===== config.mk =====
export PLATFORM = sky130hd
export DESIGN_NAME = lzw_ctrl
export DESIGN_NICKNAME = d
export VERILOG_FILES = /design/src/lzw_pkg.sv /design/src/lzw_ctrl.sv
export SDC_FILE = /design/constraint.sdc
export NUM_CORES = 1
export LEC_CHECK = 0
export ABC_AREA = 0
export BUFFER_PORTS_ARGS = -buffer_cell sky130_fd_sc_hd__buf_4
export CAP_MARGIN = 20
export CORE_AREA = 2 2 39 41
export DETAILED_ROUTE_END_ITERATION = 10
export DIE_AREA = 0 0 41 43
export SLEW_MARGIN = 5
export SYNTH_ARGS = -nofsm -noshare
export SYNTH_HDL_FRONTEND = slang
export SYNTH_SLANG_ARGS = --single-unit

===== constraint.sdc =====
create_clock -name clk -period 1.6 [get_ports clk]
set_input_delay 0.24 -clock clk [delete_from_list [all_inputs] [get_ports clk]]
set_output_delay 0.24 -clock clk [all_outputs]
set_load 0.02 [all_outputs]

===== src/lzw_pkg.sv =====
// Shared types and constants for the LZW encoder.
package lzw_pkg;

  localparam int DICT_SIZE_DEF = 4096;
  localparam int BASE_SIZE_DEF = 128;
  localparam int SYM_W = 7;
  localparam int CODE_W = 12;
  localparam int EPOCH_W = 8;

  typedef struct packed {
    logic [SYM_W-1:0] symbol;
    logic             final_symbol;
  } sym_beat_t;

  typedef struct packed {
    logic [CODE_W-1:0] code;
    logic              end_of_stream;
  } code_beat_t;

  typedef enum logic [2:0] {
    S_CLEAR,
    S_IDLE,
    S_SLOT_RD,
    S_ENTRY_RD,
    S_CMP,
    S_MISS,
    S_FINISH
  } state_t;

  typedef struct packed {
    logic load;
    logic clear_wr;
    logic next_probe;
    logic take_hit;
    logic insert;
    logic emit;
    logic eos;
  } cmd_t;

  typedef struct packed {
    logic prefix_valid;
    logic last;
    logic occupied;
    logic match;
    logic clear_done;
    logic out_free;
    logic epoch_wrap;
  } sts_t;

endpackage


===== src/lzw_ctrl.sv =====
// Sequencing state machine for the LZW encoder.
module lzw_ctrl (
  input  logic          clk,
  input  logic          rst,
  input  logic          in_valid,
  output logic          in_ready,
  input  lzw_pkg::sts_t sts,
  output lzw_pkg::cmd_t cmd
);
  import lzw_pkg::*;

  state_t state;
  state_t state_next;

  always_ff @(posedge clk) begin
    if (rst) begin
      state <= S_CLEAR;
    end else begin
      state <= state_next;
    end
  end

  always_comb begin
    state_next = state;
    case (state)
      S_CLEAR: begin
        if (sts.clear_done) state_next = S_IDLE;
      end
      S_IDLE: begin
        if (in_valid) state_next = sts.prefix_valid ? S_SLOT_RD : S_FINISH;
      end
      S_SLOT_RD: state_next = S_ENTRY_RD;
      S_ENTRY_RD: state_next = sts.occupied ? S_CMP : S_MISS;
      S_CMP: state_next = sts.match ? S_FINISH : S_SLOT_RD;
      S_MISS: begin
        if (sts.out_free) state_next = S_FINISH;
      end
      S_FINISH: begin
        if (!sts.last) begin
          state_next = S_IDLE;
        end else if (sts.out_free) begin
          state_next = sts.epoch_wrap ? S_CLEAR : S_IDLE;
        end
      end
      default: state_next = S_CLEAR;
    endcase
  end

  always_comb begin
    cmd      = '0;
    in_ready = 1'b0;
    case (state)
      S_CLEAR: cmd.clear_wr = 1'b1;
      S_IDLE: begin
        in_ready = 1'b1;
        cmd.load = in_valid;
      end
      S_CMP: begin
        cmd.take_hit   = sts.match;
        cmd.next_probe = !sts.match;
      end
      S_MISS: begin
        cmd.emit   = sts.out_free;
        cmd.insert = sts.out_free;
      end
      S_FINISH: begin
        cmd.emit = sts.last && sts.out_free;
        cmd.eos  = sts.last && sts.out_free;
      end
      default: cmd = '0;
    endcase
  end

endmodule


# Word level (Yosys, flattened, before mapping)
# Index checks and enable logic that the tools add are counted.
# W data, S select, Z words.
[word_totals] register_bits=3 in_bits=10 out_inout_bits=8 elab_cells=32
[classes] n_eq_ne=10 muxes=17 reduce_logical=4
[op_table] op="$mux W3" count=7
[op_table] op="$pmux W3 S7" count=1
[op_table] op="$eq A3 B3 Y1 const B" count=3
[op_table] op="$mux W1" count=7
[op_table] op="$eq A3 B2 Y1 const B" count=2
[op_table] op="$ne A2 B2 Y1 const B" count=3
[op_table] op="$reduce_and A4 Y1" count=1
[op_table] op="$eq A3 B1 Y1 const B" count=1
[op_table] op="$logic_not A3 Y1" count=1
[op_table] op="$ne A3 B3 Y1 const B" count=1
[op_table] op="$mux W2" count=1
[op_table] op="$pmux W1 S2" count=1
[op_table] op="$logic_and A1 B1 Y1" count=1
[op_table] op="$logic_not A1 Y1" count=1

# Depth between registers and ports, before layout
[logic_depth] depth_word=4 mapped_depth=5 mapped_depth_nobuf=4

# Least setup slack after synthesis
# No wires, ideal clock.
[synth_path] path_type="register to output" start="reg state[0]" end="out cmd[3] in the netlist's numbering" arrival_ps=1125 t_required_ps=1360 setup_slack_ps=235 path_stages_with_launch=5 n_path_buf=1 path_cell_list="dfxtp_1 -> buf_4 -> inv_1 -> nand2_1 -> nor3b_1"
[synth_lines] item="from (decl)" line="lzw_ctrl.sv:12" source="state_t state;"
[synth_lines] item="from (signal assigned)" line="lzw_ctrl.sv:19" source="state <= state_next;"
[synth_lines] item="to (decl)" line="lzw_ctrl.sv:8" source="output lzw_pkg::cmd_t cmd"

==> impl_summary.log <==
INFO  metric status = finished clean
INFO  metric fp.dieW = between 40 and 50 um
INFO  metric seq_area = 63.81 sq um
INFO  metric worst_clock_skew = around 0.0016 ns
INFO  metric hold-path-endpoint = state[1]
INFO  metric grt_util_all_layers = a little over a tenth
INFO  metric p_leak = between 0.15 and 0.2 nW
INFO  metric die_h = about 43 um
INFO  metric setup_repair_after_global_routing_missed_its_margin = no
INFO  metric htree_num_levels = 1
INFO  metric final_period_minus_worst_setup_slack = between 1 and 1.5 ns
INFO  metric drtIter0Drc = 10
INFO  metric postSynthRegisterBits = 3
INFO  metric largest_driver_fanout_on_the_critical_path = 10
INFO  metric reg.largest.list = state (3)
INFO  metric numPortBuffers = 17
INFO  metric netlist-cell-type-count = 20
INFO  metric cts_resized = 0
INFO  metric dr_total_vias = between 300 and 400
INFO  metric cts_hold_buf = 0
INFO  metric p_per_area = ~1600 mW/mm^2
INFO  metric fin_tns_setup = 0 ns
INFO  metric postSynthCellCount = 40
INFO  metric gp_congestion = 0.8035
INFO  metric reg_to_reg_slack_setup = 0.25 ns
INFO  metric cp_data_arrival_time = 1.18 ns
INFO  metric met3_usage = about 1.6%
INFO  metric clkTransAtPathRegs = approximately 0.040 ns
INFO  metric power.share.combinational = between 50% and 60%
INFO  metric critPathKind = reg2out
INFO  metric cts.sinks = 3
INFO  metric syn_area = roughly 270 sq um
INFO  metric final_common_cell = sky130_fd_sc_hd__buf_4
INFO  metric top_level_ports = 18
INFO  metric intPower = between 300 and 400 uW
INFO  metric asyncSetResetFlopFracSynth = 0%
INFO  metric area_growth = 62.04%
INFO  metric std_cell_rows = 14
INFO  metric setup_viol_count_final = 0
INFO  metric grt_start_max_net_pins = 12
INFO  metric routed_wirelength = 764 um
INFO  metric nets = 70
INFO  metric crit-reg2reg-capture = state[1]
INFO  metric irDropWorstVdd = 0.0005032 V
INFO  metric grt_use_met1 = approximately an eighth
INFO  metric hold_depth = 2
INFO  metric tritoncts = yes
INFO  metric report.power.total = between 600 and 700 uW
INFO  metric drive_gt1_share = 44.07%
INFO  metric mostFrequentLayoutCells = sky130_fd_sc_hd__buf_4 (18), sky130_fd_sc_hd__a21oi_1 (6), sky130_fd_sc_hd__nor3_1 (4), sky130_fd_sc_hd__nand2_1 (4), sky130_fd_sc_hd__nor2_1 (4)
INFO  metric die_footprint = 0.001763 sq mm
INFO  metric critPathLaunchType = flip-flop
INFO  metric grt_first_pass_wirelength = between 1000 and 1500 um
INFO  metric seq_area_frac_synth = between 20% and 30%
INFO  metric yosysWarnings = 0
INFO  metric slew_headroom = a little over two thirds
INFO  metric post_synth.cell_area_avg = 6.756 sq um
INFO  metric drc_errors = 0
INFO  metric critical_path_required = 1.36 ns
INFO  metric power_frac_clock = 19.2%
INFO  metric met2_grt_util = 15.31%
INFO  metric multi_input_gate_area = ~190 sq um
INFO  metric clock_tree.buffer_depth = 2
INFO  metric drt.antenna.violating_nets = 0
INFO  metric worstHoldPathType = in2reg
INFO  metric slew_viol_final = 0
INFO  metric sw_frac_of_total = 44.12%
INFO  metric tightestPinTransition = 0.4385 ns
INFO  metric setup.worst_path.end_class = primary output
INFO  metric busiest_layer = met2
INFO  metric clock_latency = between 0.2 and 0.25 ns
INFO  metric achievable-frequency = a little over 700 MHz
INFO  metric grt_pass1_vias = ~320
INFO  metric synth_edf_count = 0
INFO  metric inserted_clock_buffers = 3
INFO  metric num_antenna_cells = 0
INFO  metric dr.pass1.iters = 4
INFO  metric period_utilization = 88.48%
INFO  metric post_cts.repair.setup_buffers = 0
INFO  metric r2r_start = state[1]
INFO  metric synthFlopType = sky130_fd_sc_hd__dfxtp_1
INFO  metric power_frac_seq = 24.4%
INFO  metric power_switching = ~310 uW
INFO  metric reg2regPathDepth = 4
INFO  metric finalHoldViolations = 0
INFO  metric synthesis.nets = 50
INFO  metric viasPerCell = 4.653
INFO  metric final_critical_path_setup_slack = approximately 0.18 ns
INFO  metric dp_slack = 0.1661 ns
INFO  metric final.fill_count = 152
INFO  metric core_area = between 0.001 and 0.0015 sq mm
INFO  metric initial_core_util = approximately a fifth
INFO  metric holdCritStartpoint = rst
INFO  metric max_flop_register = state
INFO  metric clock-root-buffer = sky130_fd_sc_hd__clkbuf_4
INFO  metric max-cap-violations = 0
INFO  metric dp.final_hpwl = between 500 and 600 um
INFO  metric grt_antenna_before_repair = 0
INFO  metric final_global_route_overflow_total = 0
INFO  metric largest_reg_flops = 3
INFO  metric wire_length_per_cell = about 10 um
INFO  metric fin_util = roughly a third
## synthesized netlist by cell type (all sizes together) (2+ instances only)
cell / instances / area [sq um]
a21oi: 7 / 38.79
dfxtp: 3 / 60.06
nor2: 4 / 15.01
nor3b: 2 / 15.01
buf: 3 / 17.52
nand2b: 2 / 12.51
nor3: 4 / 20.02
o21ai: 2 / 10.01
nand2: 4 / 15.01
## per-stage QoR
step | hold WS, ns | instance area (sq um) | instances
6_report | 0.1691 | 437.9 | 75
5_1_grt | 0.1760 | 437.9 | 75
2_1_floorplan | 0.3091 | 270.3 | 40
4_1_cts | 0.1724 | 434.2 | 75
3_3_place_gp | 0.4175 | 407.9 | 71
3_5_place_dp | 0.4210 | 407.9 | 71
## cell type report
class | instances | area share (%)
Timing Repair Buffer | 18 | 30.86
Clock buffer | 4 | 6.000
Multi-Input combinational cell | 33 | 43.14
Sequential cell | 3 | 14.57
Tap cell | 16 | 4.571
Inverter | 1 | 0.8571
## how the worst max path moves through the flow
stage	slack [ns]	start	endpoint
2_1_floorplan	0.24	state[0]	cmd[3]
3_3_place_gp	0.19	state[1]	state[1]
3_5_place_dp	0.17	state[0]	state[1]
4_1_cts	0.04	state[2]	cmd[3]
5_1_grt	0.11	state[1]	cmd[6]
6_report	0.18	state[0]	cmd[3]
## layer usage
metal	part of all wire, %	wire [um]
met5	0	0
met4	1.6	12
met3	6.9	53
met2	50	384
met1	41	314
## power by group through the flow
stage	Clock, mW	Combinational [mW]	Sequential (mW)
floorplan	0	0.325	0.116
global placement	0	0.403	0.165
detailed placement	0	0.395	0.167
CTS	0.140	0.399	0.165
global route	0.148	0.439	0.184
finish	0.134	0.395	0.170
## critical path, stage by stage (launching register included)
cell and delay, ns:
sky130_fd_sc_hd__dfxtp_2 0.35, sky130_fd_sc_hd__inv_1 0.11, sky130_fd_sc_hd__nand2_1 0.09, sky130_fd_sc_hd__nor3b_1 0.22
sky130_fd_sc_hd__buf_4 0.17
## cell families (layout without fill, tap and decap cells)
| group | Yosys count | count (layout) | share of synthesized area, % |
|---|---|---|---|
| simple gates | 22 | 22 | 43.05 |
| compound gates | 11 | 11 | 26.85 |
| flops | 3 | 3 | 22.22 |
| buf+inv | 4 | 23 | 7.870 |
(Power assumes the default switching activity.)
